<file path="src/design/mtwa_pkg.sv">
package mtwa_pkg;

  localparam int TableSlotsDef = 16;
  localparam int ReportMax     = 16;

  localparam int IdW      = 8;
  localparam int LifeW    = 8;
  localparam int SlotOutW = 4;
  localparam int CountW   = 5;

  localparam int ApbDataW = 32;
  localparam int ApbAddrW = 3;

  localparam logic [7:0] OwnIdRst     = 8'd0;
  localparam logic [7:0] AliveTimeRst = 8'd8;

  // paddr[2] selects the register
  localparam logic RegOwnId     = 1'b0;
  localparam logic RegAliveTime = 1'b1;

  typedef enum logic [2:0] {
    OUT_REFRESH = 3'd0,
    OUT_INSERT  = 3'd1,
    OUT_FULL    = 3'd2,
    OUT_IGNORED = 3'd3,
    OUT_REPORT  = 3'd4
  } outcome_e;

  typedef struct packed {
    logic [IdW-1:0]   member;
    logic [LifeW-1:0] life;
  } slot_entry_t;

endpackage

</file>
<file path="src/design/member_table_with_aging_top.sv">
// Status item: if ignored, the result is registered straight from the response state; else after a scan of all slots.
// Beacon tick: one slot read per cycle from the slot memory, one report per slot up to ReportMax
//   slots; the walk pauses on a report while the output register is stalled.
// Throughput: one item at a time; the next item is taken once the last beat is registered.
// Reset: all slots free at once through per-slot valid bits, member count 0,
//   own_id 0, alive_time 8; no clearing pass.
module member_table_with_aging_top
  import mtwa_pkg::*;
#(
  parameter int TABLE_SLOTS = TableSlotsDef
) (
  input  logic                clk_i,
  input  logic                rst_ni,
  input  logic                psel,
  input  logic                penable,
  input  logic                pwrite,
  input  logic [ApbAddrW-1:0] paddr,
  input  logic [ApbDataW-1:0] pwdata,
  output logic [ApbDataW-1:0] prdata,
  output logic                pready,
  input  logic                in_valid_i,
  output logic                in_stall_o,
  input  logic                kind_i,
  input  logic [IdW-1:0]      src_id_i,
  input  logic [IdW-1:0]      dst_id_i,
  output logic                out_valid_o,
  input  logic                out_stall_i,
  output logic [2:0]          outcome_o,
  output logic [SlotOutW-1:0] slot_index_o,
  output logic [IdW-1:0]      member_id_o,
  output logic [CountW-1:0]   member_count_o,
  output logic                last_o
);

  localparam int AW      = (TABLE_SLOTS > 1) ? $clog2(TABLE_SLOTS) : 1;
  localparam int PW      = AW + 1;
  localparam int CW      = $clog2(TABLE_SLOTS + 1);
  localparam int Reports = (TABLE_SLOTS < ReportMax) ? TABLE_SLOTS : ReportMax;
  localparam logic [PW-1:0] SlotsP = PW'(TABLE_SLOTS);

  typedef enum logic [1:0] {
    ST_IDLE,
    ST_WALK,
    ST_RESP
  } state_e;

  // configuration
  logic [7:0] own_id_q, alive_time_q;
  logic       cfg_wr;
  logic [7:0] life_val;

  assign pready   = 1'b1;
  assign cfg_wr   = psel && penable && pwrite;
  assign life_val = (alive_time_q == 8'd0) ? 8'd1 : alive_time_q;

  always_comb begin
    prdata = '0;
    case (paddr[2])
      RegOwnId:     prdata = ApbDataW'(own_id_q);
      RegAliveTime: prdata = ApbDataW'(alive_time_q);
      default:      prdata = '0;
    endcase
  end

  always_ff @(posedge clk_i or negedge rst_ni) begin
    if (!rst_ni) begin
      own_id_q     <= OwnIdRst;
      alive_time_q <= AliveTimeRst;
    end else if (cfg_wr) begin
      case (paddr[2])
        RegOwnId:     own_id_q     <= pwdata[7:0];
        RegAliveTime: alive_time_q <= pwdata[7:0];
        default:      ;
      endcase
    end
  end

  // slot memory
  slot_entry_t              mem_q [TABLE_SLOTS];
  slot_entry_t              rd_data_q;
  logic                     rd_vld_q;
  logic [TABLE_SLOTS-1:0]   vld_q;
  logic                     rd_en, wr_en;
  logic [AW-1:0]            rd_addr, wr_addr;
  slot_entry_t              wr_data, rd_entry;

  always_ff @(posedge clk_i) begin
    if (wr_en) begin
      mem_q[wr_addr] <= wr_data;
    end
    if (rd_en) begin
      rd_data_q <= mem_q[rd_addr];
    end
  end

  always_ff @(posedge clk_i or negedge rst_ni) begin
    if (!rst_ni) begin
      vld_q    <= '0;
      rd_vld_q <= 1'b0;
    end else begin
      if (wr_en) begin
        vld_q[wr_addr] <= 1'b1;
      end
      if (rd_en) begin
        rd_vld_q <= vld_q[rd_addr];
      end
    end
  end

  assign rd_entry = rd_vld_q ? rd_data_q : '0;

  // control
  state_e          state_q, state_d;
  logic [PW-1:0]   rd_ptr_q, rd_ptr_d;
  logic            ev_vld_q, ev_vld_d;
  logic [AW-1:0]   ev_idx_q, ev_idx_d;
  logic            kind_q, kind_d;
  logic [IdW-1:0]  src_q, src_d;
  logic            ign_q, ign_d;
  logic [CW-1:0]   cnt_q, cnt_d;
  logic [CW-1:0]   before_q, before_d;
  logic            match_q, match_d;
  logic [AW-1:0]   match_idx_q, match_idx_d;
  logic            free_q, free_d;
  logic [AW-1:0]   free_idx_q, free_idx_d;

  logic                out_vld_q, out_vld_d;
  outcome_e            outcome_q, outcome_d;
  logic [SlotOutW-1:0] slot_q, slot_d;
  logic [IdW-1:0]      mid_q, mid_d;
  logic [CountW-1:0]   mcnt_q, mcnt_d;
  logic                last_q, last_d;

  logic        out_free, ev_rep, ev_last, ev_ok, step, room;
  logic [31:0] ev_idx_ext, cnt_ext, before_ext, cnt_inc_ext;
  logic [31:0] match_idx_ext, free_idx_ext;
  slot_entry_t aged;

  assign out_free      = !out_vld_q || !out_stall_i;
  assign ev_idx_ext    = 32'(ev_idx_q);
  assign match_idx_ext = 32'(match_idx_q);
  assign free_idx_ext  = 32'(free_idx_q);
  assign cnt_ext       = 32'(cnt_q);
  assign before_ext    = 32'(before_q);
  assign cnt_inc_ext   = cnt_ext + 32'd1;
  assign ev_rep        = ev_idx_ext < 32'(Reports);
  assign ev_last       = ev_idx_ext == 32'(Reports - 1);
  assign ev_ok         = kind_q ? (!ev_rep || out_free) : 1'b1;
  assign step          = !ev_vld_q || ev_ok;
  assign room          = cnt_ext < 32'(TABLE_SLOTS);
  assign in_stall_o    = state_q != ST_IDLE;

  always_comb begin
    aged = rd_entry;
    if (rd_entry.life != '0) begin
      aged.life = rd_entry.life - LifeW'(1);
      if (aged.life == '0) begin
        aged.member = '0;
      end
    end
  end

  always_comb begin
    state_d     = state_q;
    rd_ptr_d    = rd_ptr_q;
    ev_vld_d    = ev_vld_q;
    ev_idx_d    = ev_idx_q;
    kind_d      = kind_q;
    src_d       = src_q;
    ign_d       = ign_q;
    cnt_d       = cnt_q;
    before_d    = before_q;
    match_d     = match_q;
    match_idx_d = match_idx_q;
    free_d      = free_q;
    free_idx_d  = free_idx_q;
    out_vld_d   = out_vld_q && out_stall_i;
    outcome_d   = outcome_q;
    slot_d      = slot_q;
    mid_d       = mid_q;
    mcnt_d      = mcnt_q;
    last_d      = last_q;
    rd_en       = 1'b0;
    rd_addr     = rd_ptr_q[AW-1:0];
    wr_en       = 1'b0;
    wr_addr     = ev_idx_q;
    wr_data     = aged;

    case (state_q)
      ST_IDLE: begin
        if (in_valid_i) begin
          kind_d   = kind_i;
          src_d    = src_id_i;
          ign_d    = (dst_id_i != own_id_q) || (src_id_i == '0);
          before_d = cnt_q;
          rd_ptr_d = '0;
          ev_vld_d = 1'b0;
          match_d  = 1'b0;
          free_d   = 1'b0;
          if (!kind_i && ((dst_id_i != own_id_q) || (src_id_i == '0))) begin
            state_d = ST_RESP;
          end else begin
            state_d = ST_WALK;
          end
        end
      end

      ST_WALK: begin
        if (ev_vld_q && ev_ok) begin
          if (kind_q) begin
            // age the slot and write it back
            wr_en = 1'b1;
            if (rd_entry.life != '0 && aged.life == '0 && cnt_q != '0) begin
              cnt_d = cnt_q - CW'(1);
            end
            if (ev_rep) begin
              out_vld_d = 1'b1;
              outcome_d = OUT_REPORT;
              slot_d    = ev_idx_ext[SlotOutW-1:0];
              mid_d     = (rd_entry.life != '0) ? rd_entry.member : '0;
              mcnt_d    = before_ext[CountW-1:0];
              last_d    = ev_last;
            end
          end else begin
            if (!match_q && rd_entry.member == src_q) begin
              match_d     = 1'b1;
              match_idx_d = ev_idx_q;
            end
            if (!free_q && rd_entry.member == '0) begin
              free_d     = 1'b1;
              free_idx_d = ev_idx_q;
            end
          end
        end
        if (step) begin
          rd_en    = rd_ptr_q < SlotsP;
          ev_vld_d = rd_ptr_q < SlotsP;
          ev_idx_d = rd_ptr_q[AW-1:0];
          if (rd_ptr_q < SlotsP) begin
            rd_ptr_d = rd_ptr_q + PW'(1);
          end
        end
        if (!ev_vld_q && rd_ptr_q == SlotsP) begin
          state_d = kind_q ? ST_IDLE : ST_RESP;
        end
      end

      ST_RESP: begin
        if (out_free) begin
          out_vld_d = 1'b1;
          last_d    = 1'b1;
          slot_d    = '0;
          mid_d     = '0;
          mcnt_d    = cnt_ext[CountW-1:0];
          wr_data.member = src_q;
          wr_data.life   = life_val;
          if (ign_q) begin
            outcome_d = OUT_IGNORED;
          end else if (match_q) begin
            outcome_d = OUT_REFRESH;
            wr_en     = 1'b1;
            wr_addr   = match_idx_q;
            slot_d    = match_idx_ext[SlotOutW-1:0];
            mid_d     = src_q;
          end else if (room && free_q) begin
            outcome_d = OUT_INSERT;
            wr_en     = 1'b1;
            wr_addr   = free_idx_q;
            cnt_d     = cnt_q + CW'(1);
            slot_d    = free_idx_ext[SlotOutW-1:0];
            mid_d     = src_q;
            mcnt_d    = cnt_inc_ext[CountW-1:0];
          end else begin
            outcome_d = OUT_FULL;
          end
          state_d = ST_IDLE;
        end
      end

      default: state_d = ST_IDLE;
    endcase
  end

  always_ff @(posedge clk_i or negedge rst_ni) begin
    if (!rst_ni) begin
      state_q     <= ST_IDLE;
      rd_ptr_q    <= '0;
      ev_vld_q    <= 1'b0;
      ev_idx_q    <= '0;
      kind_q      <= 1'b0;
      src_q       <= '0;
      ign_q       <= 1'b0;
      cnt_q       <= '0;
      before_q    <= '0;
      match_q     <= 1'b0;
      match_idx_q <= '0;
      free_q      <= 1'b0;
      free_idx_q  <= '0;
      out_vld_q   <= 1'b0;
      outcome_q   <= OUT_IGNORED;
      slot_q      <= '0;
      mid_q       <= '0;
      mcnt_q      <= '0;
      last_q      <= 1'b0;
    end else begin
      state_q     <= state_d;
      rd_ptr_q    <= rd_ptr_d;
      ev_vld_q    <= ev_vld_d;
      ev_idx_q    <= ev_idx_d;
      kind_q      <= kind_d;
      src_q       <= src_d;
      ign_q       <= ign_d;
      cnt_q       <= cnt_d;
      before_q    <= before_d;
      match_q     <= match_d;
      match_idx_q <= match_idx_d;
      free_q      <= free_d;
      free_idx_q  <= free_idx_d;
      out_vld_q   <= out_vld_d;
      outcome_q   <= outcome_d;
      slot_q      <= slot_d;
      mid_q       <= mid_d;
      mcnt_q      <= mcnt_d;
      last_q      <= last_d;
    end
  end

  assign out_valid_o    = out_vld_q;
  assign outcome_o      = outcome_q;
  assign slot_index_o   = slot_q;
  assign member_id_o    = mid_q;
  assign member_count_o = mcnt_q;
  assign last_o         = last_q;

  a_count_bound: assert property (@(posedge clk_i) disable iff (!rst_ni)
    32'(cnt_q) <= 32'(TABLE_SLOTS))
    else $error("member count above table size");

  a_idle_no_eval: assert property (@(posedge clk_i) disable iff (!rst_ni)
    !in_stall_o |-> !ev_vld_q)
    else $error("slot evaluation pending while accepting items");

  a_no_rw_clash: assert property (@(posedge clk_i) disable iff (!rst_ni)
    (wr_en && rd_en) |-> (wr_addr != rd_addr))
    else $error("read and write of the same slot in one cycle");

  a_beacon_walk: assert property (@(posedge clk_i) disable iff (!rst_ni)
    (in_valid_i && !in_stall_o && kind_i) |=> (state_q == ST_WALK && rd_ptr_q == '0))
    else $error("beacon tick did not start a slot walk");

  a_report_held: assert property (@(posedge clk_i) disable iff (!rst_ni)
    (state_q == ST_WALK && kind_q && ev_vld_q && ev_rep && !out_free) |=> $stable(ev_idx_q))
    else $error("beacon walk advanced past a stalled report");

endmodule
</file>
<file path="config.mk">
export PLATFORM = sky130hd
export DESIGN_NAME = member_table_with_aging_top
export DESIGN_NICKNAME = d
export VERILOG_FILES = /design/src/design/mtwa_pkg.sv /design/src/design/member_table_with_aging_top.sv
export SDC_FILE = /design/constraint.sdc
export NUM_CORES = 1
export LEC_CHECK = 0
export BUFFER_PORTS_ARGS = -buffer_cell sky130_fd_sc_hd__buf_2
export CAP_MARGIN = 10
export CORE_UTILIZATION = 45
export CTS_BUF_LIST = sky130_fd_sc_hd__clkbuf_2
export CTS_CLUSTER_SIZE = 10
export DETAILED_ROUTE_END_ITERATION = 8
export PLACE_DENSITY = 0.74
export SLEW_MARGIN = 20
export SYNTH_ARGS = -nofsm -noshare
export SYNTH_HDL_FRONTEND = slang
export SYNTH_SLANG_ARGS = --single-unit
</file>
<file path="constraint.sdc">
create_clock -name clk_i -period 6.7 [get_ports clk_i]
set_clock_uncertainty 0.15 [all_clocks]
set_input_delay 0 -clock clk_i [delete_from_list [all_inputs] [get_ports clk_i]]
set_output_delay 0 -clock clk_i [all_outputs]
set_load 0.01 [all_outputs]
</file>
==> impl_metrics.json, run 1 <==
{
  "synth_cells": 1007,
  "p_per_area_mw_per_mm2": 360,
  "dpl_cell_area_sq_mm": 0.0167,
  "post-dp-hpwl_microns": 21700,
  "vias": 9478,
  "drv_cap": 0,
  "r2r_cells": 7,
  "die_w_microns": 191,
  "syn_to_final_growth_pct": 13.7,
  "synth_flop_cell": "edfxtp_1",
  "run_status": "finished clean",
  "setup_viol": 0,
  "antenna_found_initial": 2,
  "cts_buffer_depth": 3,
  "portBuffers": 63,
  "grt_pass1_wl_microns": 53200,
  "root_buffer": "clkbuf_2",
  "cp_max_fo": 17,
  "hold_viol": 0,
  "vias_per_cell": 5.55,
  "io_pins": 115,
  "ctsHtreeMaxLevel": 3,
  "ys_ff_latch": 369,
  "ir_drop_mv": 0.219,
  "leakagePower_nw": 6.50,
  "relSlewSlack_pct": 29.9,
  "rsz0062_at_grt": "no",
  "cpMaxStageDelayCell": "nor2_2",
  "grt_max_degree": 59,
  "cp.arrival_ps": 4310,
  "clock-sinks": 369,
  "placementRows": 68,
  "dieArea_sq_mm": 0.0364,
  "initial_core_util_pct": 46.1,
  "total_power_mw": 6.56,
  "endpoint_kind": "flop",
  "syn-mean-instance-area_sq_um": 15.9,
  "numCtsBuffers": 87,
  "grt-ovfl-total": 0,
  "holdPathStages": 4,
  "drtAntennaViolNets": 0,
  "grt_pass1_vias": 9594,
  "crit_chain": "inv_1, ha_1, a21bo_1, o32ai_1, a211oi_1, nand3b_1, nor2_2",
  "postCtsSetupBuffers": 0,
  "worst_pin_slew_ps": 1050,
  "place.gp.congestion": 0.820,
  "coreArea_sq_mm": 0.0348,
  "ys_async_sr_fraction_pct": 26.3,
  "layout-drive-gt1-share_pct": 30.2,
  "yosysUniqueCellTypes": 77,
  "yosysWarnings": 0,
  "fin_crit_sh_pct": 59.2,
  "drc_errors": 0,
  "tritoncts": "yes",
  "hold_end": "ev_vld_q",
  "ff2ff_setup_slack_ps": 2740,
  "cp_data_required_time_ps": 7050,
  "cp-start-kind": "flop",
  "cpPeakStageDelay_ps": 880,
  "fmax_mhz": 252,
  "synth-edff-count": 272,
  "globalRouteTotalUtil_pct": 19.1,
  "path_class": "flop to flop",
  "cts.clk_slew.worst_paths_ps": 100,
  "timing.rr.end": "mem_q[5][14]",
  "clk_latency_ps": 950,
  "fin_crit_ps": 3960,
  "chipHeight_microns": 191,
  "ys_seq_area_share_pct": 66.1,
  "wl_per_cell_microns": 20.0,
  "hp-start": "in_valid_i",
  "num-nets-final": 1250,
  "wl_microns": 34200,
  "fin_area_sq_mm": 0.0182,
  "drt_iter0_markers": 650,
  "tns_ps": 0,
  "cts_resized": 0,
  "syn-cell-area_sq_mm": 0.0160,
  "crit-reg2reg-launch": "state_q[0]",
  "hold_class": "primary input to flop",
  "drv_slew": 0,
  "drt_first_pass_iters": 5
}
registers in the layout (all words and copies together) (netlist names), 5 cells and up:
register        count
alive_time_q        8
rd_data_q          16
vld_q              16
member_count_o      5
rd_ptr_q            5
before_q            5
src_q               8
cnt_q               5
own_id_q            8
mem_q             256
member_id_o         8
cell usage after synthesis (9+ instances only):
master    number  area [sq um]
a211oi_1       9          67.6
a21oi_1       26           130
buf_2          9          45.0
buf_4         25           188
clkbuf_1      39           146
dfrtp_1       94          2350
edfxtp_1     272          8170
ha_1           9           113
inv_1         17          63.8
mux2_2        48           541
mux4_2        85          1910
nand2_1       79           297
nand2b_1      12          75.1
nand3_1       10          50.1
nor2_1        44           165
nor2b_1       13          81.3
nor4_1        13          81.3
o21ai_0       42           210
o21bai_1      16           120
xnor2_1       13           114
layer usage:
| metal | up-vias | GRT usage (%) | part of all wire [%] |
|---|---|---|---|
| met5 | - | 0 | 0 |
| met2 | 374 | 30.8 | 49 |
| li1 | 4320 | - | - |
| met3 | 49 | 4.18 | 6.9 |
| met1 | 4735 | 25.7 | 43 |
| met4 | 0 | 6.40 | 1.8 |
worst max-delay path: cells and delay by family (launching register included):
kind | cells | cell delay [ps]
compound gates | 3 | 1360
fa+ha+maj | 1 | 220
buf+inv | 1 | 80
flops | 1 | 360
simple gates | 2 | 1350
layout by cell type (no fill, tap or decap), drive strengths merged, types with 9 or more instances in the layout:
cell,netlist,routed
a211oi,10,10
a21oi,26,26
buf,39,75
clkbuf,39,122
clkinv,1,30
conb,2,25
dfrtp,94,94
dlygate4sd3,0,66
edfxtp,272,272
ha,9,9
inv,17,19
mux2,49,49
mux4,85,85
nand2,79,79
nand2b,12,12
nand3,11,11
nor2,44,44
nor2b,13,13
nor3,9,9
nor4,14,14
o21ai,48,48
o21bai,16,16
xnor2,13,13
power by group:
group,internal (mW),switching [mW]
Sequential,2.99,0.275
Combinational,0.763,1.12
Clock,0.536,0.877
per-stage QoR:
stage	setup WS, ps	instances	hold slack (ps)	util (%)
6_report	2740	1708	62.8	52.4
5_1_grt	2410	1706	66.5	52.4
4_1_cts	2780	1704	10.4	52.3
3_5_place_dp	2860	1481	-138	48.1
3_3_place_gp	2960	1481	-157	48.1
2_1_floorplan	3390	1030	-446	-
final cells by class:
class	count	area (sq um)
fillers	2770	16600
flip-flops and latches	369	10600
multi-input cells	565	5110
repair buffers	141	1080
clock buffers	122	611
well taps	455	569
clock inverters	34	174
inverters	18	67.6
diodes	4	10.0
timing repair:
item / in CTS / in global routing
hold endpoints to repair: 371 / 0
hold buffers: 67 / 0
setup endpoints to repair: 0 / 0
kinds of logic (layout without fill, tap and decap cells):
| kind of cell | Yosys count | after routing | share of synthesized area (%) |
|---|---|---|---|
| adders and majority gates | 9 | 9 | 0.702 |
| and+or+nand+nor | 216 | 216 | 6.84 |
| DFF | 369 | 369 | 66.1 |
| muxes | 138 | 138 | 15.7 |
| buffers and inverters | 96 | 315 | 2.90 |
| other | 2 | 29 | 0.0468 |
| xor gates and xnor gates | 17 | 17 | 0.929 |
| AOI/OAI and AO/OA | 160 | 160 | 6.83 |
worst max path at each step:
stage | start | end | slack (ps) | depth (start not counted)
final | state_q[0] | mem_q[5][14] | 2740 | 7
after global placement | state_q[0] | mem_q[13][0] | 2960 | 7
after detailed placement | state_q[0] | mem_q[5][6] | 2860 | 7
after CTS | state_q[0] | mem_q[5][10] | 2780 | 7
after floorplan | rd_vld_q | mem_q[0][10] | 3390 | 11
after global routing | state_q[0] | mem_q[5][14] | 2410 | 7
No activity file was read; power rests on OpenSTA's default activity.
==> run 2, diff against run 1 <==
Settings changed: PLACE_DENSITY 0.74 to 0.77.
Clock period 6.7 ns to 3.3 ns, I/O delays scaled along.
==> run 2 against run 1 <==
  * Power rose by 110%
  * Global-route usage rose by 1.5 points
  * Sequential share of layout area down 1.2 points
  * Combinational power increased by 110%
  * Largest power group unchanged
==> impl_metrics.json, run 2 (same netlist as run 1, synthesis figures left out) <==
{
  "run_status": "finished clean",
  "fillers": 2673,
  "worst_slack_ps": 68.3,
  "wl_microns": 37000,
  "grt_pass1_vias": 10000,
  "hold_class": "primary input to flop",
  "p_per_area_mw_per_mm2": 724,
  "fin_crit_ps": 3230,
  "reg_top3": "mem_q: 256 flops, rd_data_q: 16 flops, vld_q: 16 flops",
  "postCtsSetupBuffers": 0,
  "die_w_microns": 191,
  "layout-drive-gt1-share_pct": 32.0,
  "drv_slew": 0,
  "largest_reg_flops": 256,
  "cp_data_required_time_ps": 3980,
  "coreArea_sq_mm": 0.0348,
  "drt_first_pass_iters": 5,
  "globalRouteTotalUtil_pct": 20.6,
  "ctsHtreeMaxLevel": 3,
  "cp_max_fo": 3,
  "num-nets-final": 1286,
  "dieArea_sq_mm": 0.0364,
  "leakagePower_nw": 6.75,
  "final_cell_mix": "edfxtp_1 (272), clkbuf_2 (116), dfrtp_1 (92)",
  "placementRows": 68,
  "worst_pin_slew_ps": 832,
  "ir_drop_mv": 0.469,
  "vias": 9933,
  "clk_latency_ps": 940,
  "drv_cap": 0,
  "grt_pass1_wl_microns": 56300,
  "dpl_worst_slack_ps": 174,
  "chipHeight_microns": 191,
  "mostFrequentLayoutCell": "edfxtp_1",
  "fin_area_sq_mm": 0.0186,
  "place.gp.congestion": 0.817,
  "total_power_mw": 13.5,
  "fmax_mhz": 309,
  "numCtsBuffers": 88,
  "crit_chain": "xnor2_1, nand4_1, dlygate4sd3_1, a211oi_1, o21a_1, a31o_1, dlygate4sd3_1",
  "path_class": "flop to flop",
  "cp.arrival_ps": 3920,
  "regArea_sq_mm": 0.0106,
  "initial_core_util_pct": 46.1,
  "vias_per_cell": 5.69,
  "drtAntennaViolNets": 0,
  "largest-register": "mem_q",
  "crit_top_cell": "dlygate4sd3_1",
  "grt_max_degree": 56,
  "setup_viol": 0,
  "endpoint_kind": "flop",
  "tritoncts": "yes",
  "drc_errors": 0,
  "wl_per_cell_microns": 21.2,
  "post-dp-hpwl_microns": 22600,
  "clock-sinks": 369,
  "rsz0062_at_grt": "yes",
  "relSlewSlack_pct": 44.4,
  "hold_viol": 0,
  "antenna_found_initial": 1,
  "cpPeakStageDelay_ps": 630,
  "cpMaxStageDelayCell": "a211oi_1",
  "fin_crit_sh_pct": 97.9,
  "cp-start-kind": "flop",
  "grt-ovfl-total": 0,
  "dpl_cell_area_sq_mm": 0.0171,
  "io_pins": 115,
  "root_buffer": "clkbuf_2",
  "multi_input_area_sq_mm": 0.00510,
  "drt_iter0_markers": 803,
  "cts.clk_slew.worst_paths_ps": 110,
  "portBuffers": 63,
  "syn_to_final_growth_pct": 16.2,
  "cts_buffer_depth": 3
}
## run 2: per-layer routing
| layer | track usage [%] | part of all wire [%] |
|---|---|---|
| met3 | 4.12 | 6.9 |
| met1 | 25.7 | 39 |
| met2 | 35.3 | 51 |
| met4 | 8.03 | 2.4 |
| met5 | 0 | 0 |
## run 2: layout make-up
type	count	area share, %
tap	455	3.06
clock buffer	116	3.12
multi-input combinational	565	27.4
sequential	369	56.9
inverter	18	0.363
antenna	1	0.0134
clock inverter	45	1.24
timing repair buffer	176	7.91
## run 2: through the flow
step	util [%]	hold slack, ps	TNS (ps)	cells
4_1_cts	53.5	5.28	0	1744
2_1_floorplan	-	-446	0	1030
6_report	53.5	100	0	1745
3_5_place_dp	49.2	-52.9	0	1517
5_1_grt	53.5	96.4	-190	1745
3_3_place_gp	49.2	-47.8	0	1517
## run 2: power by group
group / leakage, nW / total, mW / switching [mW] / internal (mW)
sequential: 3.71 / 6.58 / 0.525 / 6.06
clock: 0.598 / 2.91 / 1.83 / 1.08
combinational: 2.44 / 4.01 / 2.35 / 1.66
## run 2: worst max-delay path, delay by kind of cell (launching register included)
kind | cells | cell delay [ps]
buffers and inverters | 2 | 1130
AOI/OAI and AO/OA | 3 | 1010
DFF | 1 | 430
xor gates and xnor gates | 1 | 290
and+or+nand+nor | 1 | 140
## run 2: worst paths after layout
path | from | end | slack, ps | depth (start not counted)
setup / recovery | own_id_q[4] | state_q[0] | 70 | 7
setup reg to reg | own_id_q[4] | state_q[0] | 70 | 7
hold reg to reg | vld_q[14] | vld_q[14] | 330 | 1
hold / removal | dst_id_i[1] | ign_q | 100 | 6
min in group asynchronous | rst_ni | src_q[1] | 540 | 5
max in group asynchronous | rst_ni | own_id_q[5] | 1930 | 6
## run 2: timing repair
action                                  in CTS  in global routing
endpoints found under the hold margin      399                  0
endpoints found under the setup margin       0                 84
resized for setup                            0                  5
hold buffers                                66                  0
==> run 3, diff against run 2 <==
Settings changed: PLACE_DENSITY 0.77 to 0.74.
Clock period 3.3 ns to 4 ns, I/O delays scaled along.
==> run 3 against run 2 <==
  * Sequential power decreased by 17%
  * Die area unchanged
  * Sequential share of layout area increased by 0.52 points
  * Via count decreased by 0.73%
  * Hold slack improved by 21 ps
  * Register-to-register slack improved by 420 ps
  * Non-clock buffer count decreased by 12
  * Final cell count decreased by 0.40%
  * Critical path depth increased by 1
  * Fmax decreased by 8.0%
  * Flip-flop and latch count unchanged
==> impl_metrics.json, run 3 (same netlist as run 1, synthesis figures left out) <==
{
  "leakagePower_nw": 6.65,
  "grt_pass1_wl_microns": 55000,
  "cts_buffer_depth": 3,
  "root_buffer": "clkbuf_2",
  "clkPwrFrac_pct": 22.1,
  "place_inst": 1505,
  "wl_per_cell_microns": 20.5,
  "place.gp.congestion": 0.843,
  "drv_slew": 0,
  "die_w_microns": 191,
  "cts.clk_slew.worst_paths_ps": 100,
  "path_class": "flop to flop",
  "num-nets-final": 1276,
  "setup_viol": 0,
  "syn_to_final_growth_pct": 15.1,
  "final_cell_count_no_fill": 1738,
  "hp-start": "dst_id_i[2]",
  "p_per_area_mw_per_mm2": 597,
  "hold_viol": 0,
  "grt_pass1_vias": 9760,
  "grt-ovfl-total": 0,
  "fin_crit_sh_pct": 87.8,
  "power.combinational.fraction_pct": 28.5,
  "largest-register": "mem_q",
  "antenna_found_initial": 1,
  "cp_data_required_time_ps": 4360,
  "numCtsBuffers": 90,
  "globalRouteTotalUtil_pct": 20.1,
  "swShare_pct": 34.6,
  "switching_power_mw": 3.82,
  "vias_per_cell": 5.67,
  "fin_crit_ps": 3510,
  "ir_drop_mv": 0.527,
  "drtAntennaViolNets": 0,
  "hold_end": "ign_q",
  "largest_reg_flops": 256,
  "mostFrequentLayoutCell": "edfxtp_1",
  "rsz0062_at_grt": "no",
  "wl_microns": 35700,
  "clk_latency_ps": 910,
  "grt_max_degree": 67,
  "io_pins": 115,
  "holdPathStages": 6,
  "drv_cap": 0,
  "p_seq_share_pct": 49.4,
  "relSlewSlack_pct": 34.7,
  "placementRows": 68,
  "vias": 9860,
  "reg_top3": "mem_q: 256 flops, rd_data_q: 16 flops, vld_q: 16 flops",
  "tns_ps": 0,
  "hold_class": "primary input to flop",
  "portBuffers": 63,
  "chipHeight_microns": 191,
  "layout-drive-gt1-share_pct": 31.4,
  "endpoint_kind": "flop",
  "initial_core_util_pct": 46.1,
  "drc_errors": 0,
  "crit-reg2reg-launch": "state_q[0]",
  "cts_resized": 0,
  "dieArea_sq_mm": 0.0364,
  "drt_iter0_markers": 918,
  "timing.rr.end": "mem_q[1][15]",
  "r2r_cells": 8,
  "drt_first_pass_iters": 5,
  "ctsHtreeMaxLevel": 3,
  "cp.arrival_ps": 3870,
  "tritoncts": "yes",
  "internal-power_mw": 7.20,
  "ff2ff_setup_slack_ps": 490,
  "worst_pin_slew_ps": 980,
  "final_cell_mix": "edfxtp_1 (272), clkbuf_2 (115), dfrtp_1 (92)",
  "cp_max_fo": 17,
  "run_status": "finished clean",
  "cp-start-kind": "flop",
  "fmax_mhz": 285,
  "coreArea_sq_mm": 0.0348,
  "clock-sinks": 369,
  "post-dp-hpwl_microns": 20900
}
[run 3: cell types whose count changed in the layout (fill, tap and decap cells not counted), moves of 4 or more]
| cell | previous run | this run |
|---|---|---|
| nor2_1 | 35 | 28 |
| clkinv_1 | 30 | 34 |
| a32o_2 | 5 | 0 |
| buf_12 | 10 | 1 |
| nor2_2 | 9 | 16 |
| a32o_1 | 3 | 8 |
[run 3: timing repair]
item | CTS | global route
hold endpoints to repair | 390 | 0
hold buffers | 66 | 0
buffers inserted | 0 | 0
[run 3: stage by stage]
step	power (mW)	setup WS, ps	instance area, sq um	utilization [%]	hold WS (ps)
3_3_place_gp	8.39	674	16900	48.7	11.1
6_report	11.0	488	18500	53.0	121
3_5_place_dp	8.50	602	16900	48.7	25.2
2_1_floorplan	7.55	693	16100	-	-446
5_1_grt	11.6	251	18500	53.0	92.7
4_1_cts	11.1	523	18500	53.0	49.3
[run 3: cell type report]
cell class                      instances  area [sq um]
Sequential cell                       369         10600
Multi-Input combinational cell        565          5110
Timing Repair Buffer                  164          1270
Fill cell                            2784         16300
Inverter                               18          67.6
Antenna cell                            1          2.50
Clock inverter                         51           260
Clock buffer                          115           576
Tap cell                              455           569
[run 3: routing by layer]
layer	part of all wire (%)	track usage, %	vias to the layer above	wire [microns]
met5	0	0	-	0
met4	2.8	7.69	0	995
met3	8.0	4.75	76	2850
met2	48	32.5	485	17300
met1	41	26.4	4924	14600
li1	-	-	4375	-
[run 3: worst max path at each step]
stage | start | to | slack (ps) | depth (start not counted)
floorplan | rd_vld_q | mem_q[0][10] | 690 | 11
finish | state_q[0] | mem_q[1][15] | 490 | 8
global placement | state_q[0] | mem_q[1][5] | 670 | 8
CTS | state_q[0] | mem_q[1][15] | 520 | 8
detailed placement | state_q[0] | mem_q[1][5] | 600 | 8
global route | state_q[0] | mem_q[1][14] | 250 | 9
[run 3: critical path, cell delays in order (launching register included)]
cell      delay, ps
dfrtp_1         360
inv_1            70
ha_1            200
a21bo_1         590
o32ai_1         180
a211oi_1        570
nand3b_1        440
nor2_2          230
buf_4           340
[run 3: power groups by stage]
stage / sequential [mW] / combinational (mW) / clock, mW
4_1_cts: 5.44 / 3.12 / 2.51
5_1_grt: 5.51 / 3.45 / 2.69
6_report: 5.45 / 3.14 / 2.43
2_1_floorplan: 5.30 / 2.25 / 0
3_3_place_gp: 5.52 / 2.87 / 0
3_5_place_dp: 5.53 / 2.97 / 0
